===== src/hdl/spatial_key_fifo_cache_core_assert.svh =====
// assertion macros for the cache core
`ifndef SPATIAL_KEY_FIFO_CACHE_CORE_ASSERT_SVH
`define SPATIAL_KEY_FIFO_CACHE_CORE_ASSERT_SVH
`ifndef ASSERT_OFF
`define SKC_ASSERT_IMPL(label, clk, rst, prop, msg) \
   label: assert property (@(posedge clk) disable iff (rst) prop) else $error(msg);
`define SKC_ASSERT_NORST(label, clk, prop, msg) \
   label: assert property (@(posedge clk) prop) else $error(msg);
`else
`define SKC_ASSERT_IMPL(label, clk, rst, prop, msg)
`define SKC_ASSERT_NORST(label, clk, prop, msg)
`endif
`endif


===== src/hdl/skc_pkg.sv =====
`default_nettype none
package skc_pkg;
   localparam int ENTRIES_DEF      = 64;
   localparam int PAYLOAD_BITS_DEF = 32;
   localparam int CAP_W            = 7;
   localparam logic [CAP_W-1:0] CAP_RESET = 7'd64;

   typedef enum logic [2:0] {
      CMD_FIND   = 3'd0,
      CMD_PUB    = 3'd1,
      CMD_POINT  = 3'd2,
      CMD_COLUMN = 3'd3,
      CMD_EPOCH  = 3'd4
   } cmd_type;

   // scan kinds for the datapath
   typedef enum logic [2:0] {
      SCAN_MATCH  = 3'd0,
      SCAN_OLDEST = 3'd1,
      SCAN_FREE   = 3'd2,
      SCAN_COLUMN = 3'd3,
      SCAN_CLEAR  = 3'd4
   } scan_type;

   typedef struct packed {
      logic       load;       // latch request beat
      logic       scan_start;
      scan_type   scan_kind;
      logic [1:0] key_level;  // level used for match scan
      logic       use_point;  // match uses floor-shifted point key
      logic       drop_hit;   // drop the match hit
      logic       drop_old;   // drop the oldest entry
      logic       write_new;  // write new entry at free slot
      logic       write_upd;  // update payload/epoch at hit
      logic       tick;       // raise ticket
      logic       set_epoch;
      logic       clear_cnt;
      logic       set_result;
      logic       res_ok;
      logic       res_found;
   } ctl_type;

   typedef struct packed {
      logic     scan_done;
      logic     hit;
      logic     any_valid;
      logic     free_found;
      logic     ticket_ok;
      logic     epoch_diff;
      logic     cap_zero;
      logic     full;
      cmd_type  cmd;
      logic [1:0] level;
   } sts_type;

   function automatic logic [31:0] floor_shift(input logic [31:0] v, input logic [1:0] l);
      logic [31:0] r;
      case (l)
         2'd0:    r = 32'($signed(v) >>> 2);
         2'd1:    r = 32'($signed(v) >>> 4);
         default: r = 32'($signed(v) >>> 6);
      endcase
      return r;
   endfunction
endpackage
`default_nettype wire


===== src/hdl/skc_ctrl.sv =====
`default_nettype none
module skc_ctrl (
   input  wire logic             clock,
   input  wire logic             reset,
   input  wire logic             req_tvalid,
   output logic                  req_tready,
   output logic                  rsp_tvalid,
   input  wire logic             rsp_tready,
   input  wire skc_pkg::sts_type sts,
   output skc_pkg::ctl_type      ctl
);
   typedef enum logic [3:0] {
      S_IDLE, S_DISPATCH, S_FIND, S_PUB_MATCH, S_PUB_OLD, S_PUB_DROP, S_PUB_FREE,
      S_PUB_WRITE, S_PT_SCAN, S_PT_DROP, S_COL, S_RESULT, S_WAIT
   } state_type;

   state_type state_ff;
   logic [1:0] plvl_ff;
   logic rsp_valid_ff;
   logic pend_ok_ff, pend_found_ff;
   skc_pkg::ctl_type ctl_ff;

   assign req_tready = state_ff == S_IDLE;
   assign rsp_tvalid = rsp_valid_ff;

   // request fields are latched at the accepting edge itself
   always_comb begin
      ctl = ctl_ff;
      ctl.load = req_tvalid && req_tready;
   end

   always_ff @(posedge clock) begin : p_fsm
      skc_pkg::ctl_type ctl_in;
      logic pub_reject;
      if (reset) begin
         state_ff <= S_IDLE;
         plvl_ff <= '0;
         rsp_valid_ff <= 1'b0;
         pend_ok_ff <= 1'b0;
         pend_found_ff <= 1'b0;
         ctl_ff <= '0;
      end else begin
         ctl_in = '0;
         pub_reject = !sts.ticket_ok || sts.cap_zero || sts.level == 2'd3;
         if (rsp_valid_ff && rsp_tready) rsp_valid_ff <= 1'b0;
         case (state_ff)
            S_IDLE: begin
               if (req_tvalid) state_ff <= S_DISPATCH;
            end
            S_DISPATCH: begin
               pend_ok_ff <= !(sts.cmd == skc_pkg::CMD_PUB && pub_reject);
               pend_found_ff <= 1'b0;
               case (sts.cmd)
                  skc_pkg::CMD_FIND: begin
                     ctl_in.scan_start = 1'b1;
                     ctl_in.scan_kind = skc_pkg::SCAN_MATCH;
                     ctl_in.key_level = sts.level;
                     state_ff <= S_FIND;
                  end
                  skc_pkg::CMD_PUB: begin
                     if (pub_reject) begin
                        state_ff <= S_RESULT;
                     end else begin
                        ctl_in.scan_start = 1'b1;
                        ctl_in.scan_kind = skc_pkg::SCAN_MATCH;
                        ctl_in.key_level = sts.level;
                        state_ff <= S_PUB_MATCH;
                     end
                  end
                  skc_pkg::CMD_POINT: begin
                     ctl_in.tick = 1'b1;
                     ctl_in.scan_start = 1'b1;
                     ctl_in.scan_kind = skc_pkg::SCAN_MATCH;
                     ctl_in.key_level = 2'd0;
                     ctl_in.use_point = 1'b1;
                     plvl_ff <= 2'd0;
                     state_ff <= S_PT_SCAN;
                  end
                  skc_pkg::CMD_COLUMN: begin
                     ctl_in.tick = 1'b1;
                     ctl_in.scan_start = 1'b1;
                     ctl_in.scan_kind = skc_pkg::SCAN_COLUMN;
                     state_ff <= S_COL;
                  end
                  skc_pkg::CMD_EPOCH: begin
                     if (sts.epoch_diff) begin
                        ctl_in.tick = 1'b1;
                        ctl_in.set_epoch = 1'b1;
                        ctl_in.clear_cnt = 1'b1;
                     end
                     state_ff <= S_RESULT;
                  end
                  default: state_ff <= S_RESULT;
               endcase
            end
            S_FIND: begin
               if (sts.scan_done) begin
                  pend_ok_ff <= sts.hit;
                  pend_found_ff <= sts.hit;
                  state_ff <= S_RESULT;
               end
            end
            S_PUB_MATCH: begin
               if (sts.scan_done) begin
                  if (sts.hit) begin
                     ctl_in.write_upd = 1'b1;
                     state_ff <= S_RESULT;
                  end else if (sts.full) begin
                     ctl_in.scan_start = 1'b1;
                     ctl_in.scan_kind = skc_pkg::SCAN_OLDEST;
                     state_ff <= S_PUB_OLD;
                  end else begin
                     ctl_in.scan_start = 1'b1;
                     ctl_in.scan_kind = skc_pkg::SCAN_FREE;
                     state_ff <= S_PUB_FREE;
                  end
               end
            end
            S_PUB_OLD: begin
               if (sts.scan_done) begin
                  ctl_in.drop_old = 1'b1;
                  state_ff <= S_PUB_DROP;
               end
            end
            S_PUB_DROP: begin
               ctl_in.scan_start = 1'b1;
               ctl_in.scan_kind = skc_pkg::SCAN_FREE;
               state_ff <= S_PUB_FREE;
            end
            S_PUB_FREE: begin
               if (sts.scan_done) begin
                  if (sts.free_found) ctl_in.write_new = 1'b1;
                  else pend_ok_ff <= 1'b0;
                  state_ff <= S_PUB_WRITE;
               end
            end
            S_PUB_WRITE: state_ff <= S_RESULT;
            S_PT_SCAN: begin
               if (sts.scan_done) begin
                  ctl_in.drop_hit = 1'b1;
                  state_ff <= S_PT_DROP;
               end
            end
            S_PT_DROP: begin
               if (plvl_ff == 2'd2) begin
                  state_ff <= S_RESULT;
               end else begin
                  ctl_in.scan_start = 1'b1;
                  ctl_in.scan_kind = skc_pkg::SCAN_MATCH;
                  ctl_in.key_level = plvl_ff + 2'd1;
                  ctl_in.use_point = 1'b1;
                  plvl_ff <= plvl_ff + 2'd1;
                  state_ff <= S_PT_SCAN;
               end
            end
            S_COL: if (sts.scan_done) state_ff <= S_RESULT;
            S_RESULT: begin
               if (!rsp_valid_ff || rsp_tready) begin
                  ctl_in.set_result = 1'b1;
                  ctl_in.res_ok = pend_ok_ff;
                  ctl_in.res_found = pend_found_ff;
                  state_ff <= S_WAIT;
               end
            end
            S_WAIT: begin
               rsp_valid_ff <= 1'b1;
               state_ff <= S_IDLE;
            end
            default: state_ff <= S_IDLE;
         endcase
         ctl_ff <= ctl_in;
      end
   end

   `include "spatial_key_fifo_cache_core_assert.svh"
   `SKC_ASSERT_IMPL(a_one_req, clock, reset, (req_tvalid && req_tready) |=> !req_tready, "request taken while busy")
   `SKC_ASSERT_IMPL(a_res_slot, clock, reset, ctl.set_result |-> (!rsp_valid_ff || $past(rsp_tready)), "result overwritten")
   `SKC_ASSERT_IMPL(a_drop_excl, clock, reset, !(ctl.write_new && ctl.drop_old), "insert and evict together")
endmodule
`default_nettype wire


===== config.mk =====
export PLATFORM = sky130hd
export DESIGN_NAME = skc_ctrl
export DESIGN_NICKNAME = d
export VERILOG_FILES = /design/src/hdl/skc_pkg.sv /design/src/hdl/skc_ctrl.sv
export VERILOG_INCLUDE_DIRS = /design/src /design/src/hdl
export SDC_FILE = /design/constraint.sdc
export NUM_CORES = 1
export LEC_CHECK = 0
export ABC_CLOCK_PERIOD_IN_PS = 1800
export BUFFER_PORTS_ARGS = -buffer_cell sky130_fd_sc_hd__buf_2
export CORE_MARGIN = 5
export CORE_UTILIZATION = 50
export CTS_BUF_LIST = sky130_fd_sc_hd__clkbuf_8
export CTS_CLUSTER_SIZE = 30
export DETAILED_ROUTE_END_ITERATION = 12
export GPL_TIMING_DRIVEN = 0
export PLACE_DENSITY = 0.76
export SYNTH_ARGS = -nofsm -noshare
export SYNTH_HDL_FRONTEND = slang
export SYNTH_SLANG_ARGS = --single-unit
export TNS_END_PERCENT = 50

===== constraint.sdc =====
create_clock -name clock -period 1.8 [get_ports clock]
set_input_delay 0 -clock clock [delete_from_list [all_inputs] [get_ports clock]]
set_output_delay 0 -clock clock [all_outputs]
set_load 0.01 [all_outputs]

==> results of run 1 <==
==> stage by stage <==
stage | cell area (sq um) | setup slack [ps] | utilization [%] | power, W
floorplan | 1330 | 274 | - | 0.00133
global placement | 1540 | -22.1 | 60.9 | 0.00156
detailed placement | 1540 | -23.0 | 60.9 | 0.00157
CTS | 1620 | 85.4 | 64.1 | 0.00205
global route | 1620 | 10.3 | 64.3 | 0.00220
finish | 1620 | 95.0 | 64.3 | 0.00207
==> path summary, 6_finish.rpt <==
path                      start  cells after the start          end
setup / recovery    state_ff[2]                      5  state_ff[3]
hold reg to reg   pend_found_ff                      1       ctl[0]
setup reg to reg    state_ff[2]                      5  state_ff[3]
hold / removal           sts[0]                      3      ctl[11]
==> cells in the mapped netlist (all sizes together), types with 2 or more instances <==
master | instances | area (sq um)
nand2 | 11 | 41.3
dfxtp | 24 | 480
clkbuf | 7 | 26.3
a31oi | 3 | 18.8
o311ai | 2 | 17.5
o21a | 2 | 15.0
or3 | 4 | 25.0
a21oi | 11 | 55.1
nand3 | 2 | 10.0
nor2b | 6 | 37.5
or2 | 2 | 12.5
a32oi | 2 | 17.5
a21o | 2 | 15.0
buf | 6 | 43.8
ha | 3 | 37.5
o31ai | 4 | 30.0
nor3 | 11 | 65.1
inv | 4 | 15.0
or4 | 2 | 15.0
and2 | 4 | 25.0
nor2 | 19 | 71.3
nor3b | 2 | 15.0
nand4b | 2 | 17.5
nand2b | 7 | 43.8
o21ai | 9 | 45.0
==> tightest hold or removal path: stages <==
cell,delay (ps)
buf_2,90
a32oi_1,80
nor2_1,70
==> sequential cells by signal, indices dropped and copies added, names as in the netlist <==
signal	count
ctl	15
pend_found_ff	1
pend_ok_ff	1
plvl_ff	2
rsp_tvalid	1
state_ff	4
==> what timing repair did <==
action / CTS / global route
gates resized for setup: 1 / 5
endpoints found under the setup margin: 2 / 8
hold endpoints to repair: 1 / 0
cloned: 0 / 0
hold buffers: 1 / 0
==> final cells by class <==
class | instances | area (sq um)
plain buffers | 13 | 73.8
fillers | 231 | 901
repair buffers | 34 | 175
flip-flops and latches | 24 | 482
multi-input cells | 126 | 767
well taps | 30 | 37.5
clock inverters | 1 | 30.0
clock buffers | 3 | 41.3
inverters | 4 | 15.0
==> layer usage <==
metal | global-route usage, % | share of wire [%] | wire (microns) | up-vias
li1 | - | - | - | 669
met1 | 24.6 | 42 | 1410 | 622
met2 | 30.5 | 50 | 1660 | 47
met3 | 2.10 | 7.8 | 260 | 3
met4 | 3.64 | 0.45 | 15 | 0
met5 | 0 | 0 | 0 | -
==> kinds of logic after synthesis <==
| group | share of synthesized area (%) |
|---|---|
| fa+ha+maj | 2.82 |
| compound gates | 20.7 |
| simple gates | 33.1 |
| buf+inv | 6.38 |
| mux | 0.751 |
| other cells | 0.281 |
| flops | 36.1 |
==> power breakdown <==
part           leakage, nW  internal, W  switching [W]
Combinational        0.459     0.000377       0.000552
Sequential           0.195     0.000600      0.0000632
Clock               0.0357     0.000298       0.000181
Total                0.689      0.00127       0.000796
==> results.ini, run 1 <==
[grt]
antenna_found_initial = 0
grt_use_total_pct = 18.0
grt_max_degree = 15
grt_pass1_wl_microns = 5190
grt_pass1_vias = 1187
overflow = 0

[worst_setup_path]
worst_setup_path_start_kind = register
cp-end-kind = register
worst-path-max-fanout = 10
required_ps = 1990
cp_top_family = simple AND/OR/NAND/NOR gates
path_class = register to register
cp_data_arrival_time_ps = 1890
cp_num_buf_inv = 1
cpMaxStageDelayCell = or3_1
ff2ff_setup_slack_ps = 90
cp_slowest_stage_delay_ps = 440
crit_chain = buf_4, nand4b_1, o22ai_1, or3_1, o31ai_1

[clocking]
postCtsSetupBuffers = 0
cts_root_buf = clkbuf_8
cts_tree = built
clock-sinks = 24
htreeDepth = 1
clockBufferDepth = 2
clk_pin_slew_ps = 90
cts_buffers = 3
clk_latency_ps = 270

[die]
rows = 18
die_w_microns = 61.6
dieArea_sq_um = 3800
pin_count = 37
die_height_microns = 61.6
core_sq_um = 2520
initial_core_util_pct = 52.8

[finish]
diodes = 0
stdcell_count = 235
areaGrowthSynthToFinish_pct = 21.7
fin_nets = 226
layout_commonest_cell = buf_2
post_route_cells_drive_above_1_share_pct = 24.9
layout_common_cells = 35 x buf_2, 23 x dfxtp_1, 19 x nor2_1

[logic_synthesis]
syn_area_sq_um = 1330
synth_flop_cell = dfxtp_1
seq_area_frac_synth_pct = 36.1
async_reset_ff_share_pct = 0
synth-edff-count = 0
yosysWarnings = 0
syn_area_per_cell_sq_um = 7.98
synth-seq-cells = 24
synth_cell_types = 47
synth_nets = 187
netlist_instances = 167

[sta]
fmaxAchievable_mhz = 587
rsz0062_at_grt = no
slew_viol_final = 0
period_share_pct = 94.7
whs_ps = -9.56
hold_viol = 1
finalSetupViolCount = 0
finalCriticalPeriod_ps = 1710
tightest_slew_ps = 582
finClkSkew_ps = 7.57
setup_tns_ps = 0
maxSlewHeadroom_pct = 60.9

[route]
vias = 1341
drt_wl_total_microns = 3350
drc = 0
wl_per_cell_microns = 14.2
drt.antenna.violating_nets = 0
drtIter0Drc = 76
routed_via_density = 5.71
dr.pass1.iters = 5

[pwr]
powerDensity_nw_per_um2 = 1280
peakVddDrop_mv = 0.803
leakage_nw = 0.689

[placed_design]
dp_hpwl_microns = 2560
dpl.cell_count = 230
port-buffer-count = 33
gp_congestion = 0.893

[run_status]
violations = negative hold slack
status = finished with violations

[flow_run]
cap_violations = 0

[hold_path]
hold_path_class = primary input to register

Note: power is estimated with default switching activity, not from simulation.
==> run 2: changes to the inputs <==
Settings changed: REMOVE_ABC_BUFFERS from default to 1.
==> run 2 against run 1 <==
The run now ends clean. Flip-flop and latch count unchanged. Sequential share of layout area is 2.1 points higher. Sequential power rose by 21%. Critical path depth down 1. Worst setup slack better by 8.4 ps. Die area is the same. Non-clock buffer count is 12 lower. Clock skew is 4.5 ps lower. Count of clock-buffer cells in the layout is 1 higher. Cell count shrank 5.1%. Via count fell by 0.60%. Core utilization shrank 2.8 points. Critical endpoint is now plvl_ff[0].
==> results.ini, run 2 (synthesized netlist as in run 1, its figures left out) <==
[die]
initial_core_util_pct = 52.8
die_height_microns = 61.6
rows = 18
die_w_microns = 61.6
pin_count = 37
core_sq_um = 2520
dieArea_sq_um = 3800

[worst_setup_path]
path_class = register to register
cp_data_arrival_time_ps = 1870
cp-end-kind = register
worst_setup_path_start_kind = register
worst-path-max-fanout = 18
required_ps = 1970

[sta]
rsz0062_at_grt = no
finalSetupViolCount = 0
hold_viol = 0
slew_viol_final = 0
whs_ps = 3.93
fmaxAchievable_mhz = 589
finClkSkew_ps = 3.02
period_share_pct = 94.3
finalCriticalPeriod_ps = 1700

[clocking]
clock-sinks = 24
cts_tree = built
htreeDepth = 1
clk_pin_slew_ps = 90
clk_latency_ps = 270
clockBufferDepth = 2
cts_root_buf = clkbuf_8
cts_buffers = 3
postCtsSetupBuffers = 0

[grt]
overflow = 0
grt_use_total_pct = 19.4
grt_max_degree = 26
grt_pass1_vias = 1304
antenna_found_initial = 0
grt_pass1_wl_microns = 5570

[route]
drtIter0Drc = 61
routed_via_density = 5.98
wl_per_cell_microns = 14.7
drt_wl_total_microns = 3280
vias = 1333
drt.antenna.violating_nets = 0
drc = 0
dr.pass1.iters = 4

[pwr]
power.switching_w = 0.000761
clkPwrFrac_pct = 19.5
intPower_w = 0.00114
seqPwrFrac_pct = 42.3
p_comb_share_pct = 38.2
peakVddDrop_mv = 0.825
p_total_w = 0.00190
swShare_pct = 40.1
leakage_nw = 0.641
powerDensity_nw_per_um2 = 1220

[finish]
layout_common_cells = 34 x buf_2, 20 x dfxtp_1, 19 x nor2_1
diodes = 0
areaGrowthSynthToFinish_pct = 16.4
largest_reg_flops = 15
layout_commonest_cell = buf_2
fin_nets = 214
stdcell_count = 223
final_core_util_pct = 61.5
post_route_cells_drive_above_1_share_pct = 24.4

[hold_path]
hold_path_class = primary input to register

[placed_design]
dp_hpwl_microns = 2330
gp_congestion = 0.820
dpl.cell_count = 218
port-buffer-count = 34

[flow_run]
cap_violations = 0

[run_status]
status = completed

## run 2: cell types whose count changed in the layout (fill, tap and decap cells not counted)
cell,change
clkbuf_1,-4
dfxtp_4,+3
dfxtp_1,-3
buf_4,-3
bufinv_16,-1
buf_6,-1
or4b_1,-1
or4b_4,+1
buf_2,-1
clkbuf_8,+1
clkbuf_2,-3
## run 2: per-stage QoR
step / TNS, ps / setup slack [ps] / area (sq um)
finish: 0 / 103 / 1550
global placement: -297 / -98.8 / 1470
detailed placement: -437 / -133 / 1470
floorplan: 0 / 104 / 1260
global route: 0 / 8.88 / 1550
CTS: 0 / 28.2 / 1540
## run 2: metal layers
| metal | share of wire, % | GRT usage (%) | vias to the layer above | wire length (microns) |
|---|---|---|---|---|
| li1 | - | - | 651 | - |
| met2 | 48 | 30.2 | 42 | 1570 |
| met1 | 44 | 25.2 | 631 | 1440 |
| met3 | 5.8 | 3.56 | 9 | 190 |
| met5 | 0 | 0 | - | 0 |
| met4 | 2.2 | 10.3 | 0 | 71 |
## run 2: what timing repair did
action	CTS	global route
endpoints found under the hold margin	1	0
resized for setup	4	4
setup endpoints to repair	8	5
hold buffers	1	0
## run 2: critical path: stages (launching register included)
cell     delay [ps]
dfxtp_2         510
or4b_4          560
nor3_2          260
nor3_1           70
o21a_1          190
## run 2: worst paths after layout
path | start | to | slack (ps) | depth (start not counted)
worst max-delay path | state_ff[0] | plvl_ff[0] | 100 | 4
worst max register to register | state_ff[0] | plvl_ff[0] | 100 | 4
worst min register to register | pend_ok_ff | ctl[1] | 460 | 1
worst min-delay path | sts[0] | ctl[11] | 4 | 3
## run 2: layout make-up
type	count	area (sq um)
tap	30	37.5
inverter	4	15.0
clock buffer	4	55.1
multi-input combinational	126	771
fill	227	971
timing repair buffer	35	180
sequential	24	493
## run 2: power groups by stage
stage | clock (W) | combinational [W] | sequential [W]
4_1_cts | 0.000381 | 0.000704 | 0.000785
3_3_place_gp | 0 | 0.000677 | 0.000782
3_5_place_dp | 0 | 0.000697 | 0.000789
6_report | 0.000371 | 0.000726 | 0.000803
5_1_grt | 0.000414 | 0.000810 | 0.000825
2_1_floorplan | 0 | 0.000517 | 0.000744
==> run 3: changes to the inputs <==
Settings changed: CORE_UTILIZATION 50 to 53, GPL_TIMING_DRIVEN 0 to default, PLACE_DENSITY 0.76 to 0.8.
==> run 3 against run 2 <==
First-iteration DRC count is 1.6% higher. Cell area is 4.2% higher. Via count is 4.1% higher. Worst setup slack worse by 20 ps. Die area shrank 4.8%. Count of clock-buffer cells in the layout unchanged. Clock power decreased by 1%. Critical path type unchanged. Largest power group is now combinational logic.
==> results.ini, run 3 (synthesized netlist as in run 1, its figures left out) <==
[clocking]
clk_latency_ps = 270
htreeDepth = 1
cts_tree = built
postCtsSetupBuffers = 0
clk_pin_slew_ps = 80
clockBufferDepth = 2
cts_buffers = 3
cts_root_buf = clkbuf_8
clock-sinks = 24

[placed_design]
port-buffer-count = 34
pre_cts_slack_ps = 116
gp_congestion = 0.857
placed_area_sq_um = 1540
dpl.cell_count = 227
dp_hpwl_microns = 2520

[worst_setup_path]
path_class = register to register
timing.rr.start = state_ff[1]
crit_path_end = state_ff[3]
cp_data_arrival_time_ps = 1900
worst_setup_path_start_kind = register
ff2ff_setup_slack_ps = 80
crit_start = state_ff[1]
cp-end-kind = register
worst-path-max-fanout = 8
reg2reg_depth = 5
required_ps = 1980
worst_r2r_endpoint = state_ff[3]

[sta]
setup_slack_ps = 83.3
slew_viol_final = 0
fmaxAchievable_mhz = 583
rsz0062_at_grt = no
period_share_pct = 95.4
finalSetupViolCount = 0
finalCriticalPeriod_ps = 1720
setup_tns_ps = 0
finClkSkew_ps = 3.57
hold_viol = 0

[die]
core_sq_um = 2430
dieArea_sq_um = 3620
die_height_microns = 60.1
initial_core_util_pct = 54.8
die_w_microns = 60.1
pin_count = 37
rows = 18

[finish]
diodes = 0
layout_common_cells = 34 x buf_2, 21 x dfxtp_1, 19 x nor2_1
ff_latch_area_sq_um = 484
nFillCells = 200
stdcell_count = 233
areaGrowthSynthToFinish_pct = 21.3
multi_input_area_sq_um = 767
fin_nets = 224
design_area_sq_um = 1620
layout_commonest_cell = buf_2
post_route_cells_drive_above_1_share_pct = 26.6
largest_reg_flops = 15

[grt]
grt_pass1_wl_microns = 5580
grt_use_total_pct = 19.8
antenna_found_initial = 0
overflow = 0
grt_max_degree = 17
grt_pass1_vias = 1310

[pwr]
leakage_nw = 0.689
peakVddDrop_mv = 0.890
p_total_w = 0.00200
powerDensity_nw_per_um2 = 1240

[hold_path]
holdCritStartpoint = sts[0]
hold_path_class = primary input to register

[route]
dr.pass1.iters = 4
vias = 1388
drt.antenna.violating_nets = 0
wl_per_cell_microns = 14.6
drt_wl_total_microns = 3390
drc = 0
drtIter0Drc = 62
routed_via_density = 5.96

[flow_run]
cap_violations = 0

[run_status]
status = completed

[run 3: cell count changes in the layout (fill, tap and decap cells not counted)]
cell           before  now
buf_4               0    9
dfxtp_1            20   21
dfxtp_2             1    3
dfxtp_4             3    0
dlygate4sd3_1       1    2
or4b_1              0    1
or4b_4              1    0
[run 3: worst max-delay path, stage by stage, from the launching register on]
cell and delay [ps]:
dfxtp_1 480, buf_4 210, nand2b_1 160, nor3_1 100
or3_1 430, o31ai_1 250
[run 3: metal layers]
layer	track usage, %	vias up	wire [microns]	part of all wire [%]
met5	0	-	0	0
met4	7.91	0	66	1.9
met3	3.02	9	189	5.6
met2	33.6	50	1700	50
met1	24.8	655	1430	42
li1	-	674	-	-
[run 3: worst min-delay path by stage]
stage	cells past startpoint	to	slack, ps
global placement	3	ctl[11]	270
global route	3	ctl[13]	30
finish	3	ctl[11]	3
detailed placement	3	ctl[7]	270
CTS	3	ctl[11]	5
floorplan	1	pend_found_ff	70
[run 3: through the flow]
step | util [%] | hold WS [ps]
4_1_cts | 66.3 | 4.83
2_1_floorplan | - | 69.1
5_1_grt | 66.5 | 28.1
6_report | 66.5 | 2.88
3_5_place_dp | 63.2 | 272
3_3_place_gp | 63.2 | 267
[run 3: cell type report]
cell class / instances / share of cell area, %
inverters: 4 / 0.929
clock buffers: 4 / 3.41
well taps: 30 / 2.32
repair buffers: 45 / 15.9
multi-input cells: 126 / 47.4
flip-flops and latches: 24 / 30.0
[run 3: repair_timing]
action                                 CTS  global route
setup endpoints to repair                0             8
endpoints found under the hold margin    2             0
hold buffers                             2             0
resized for setup                        0             3
[run 3: power breakdown]
part | total (W) | internal, W | switching (W)
logic | 0.000926 | 0.000424 | 0.000503
clock network | 0.000367 | 0.000195 | 0.000172
registers | 0.000712 | 0.000603 | 0.000109
total | 0.00200 | 0.00122 | 0.000783
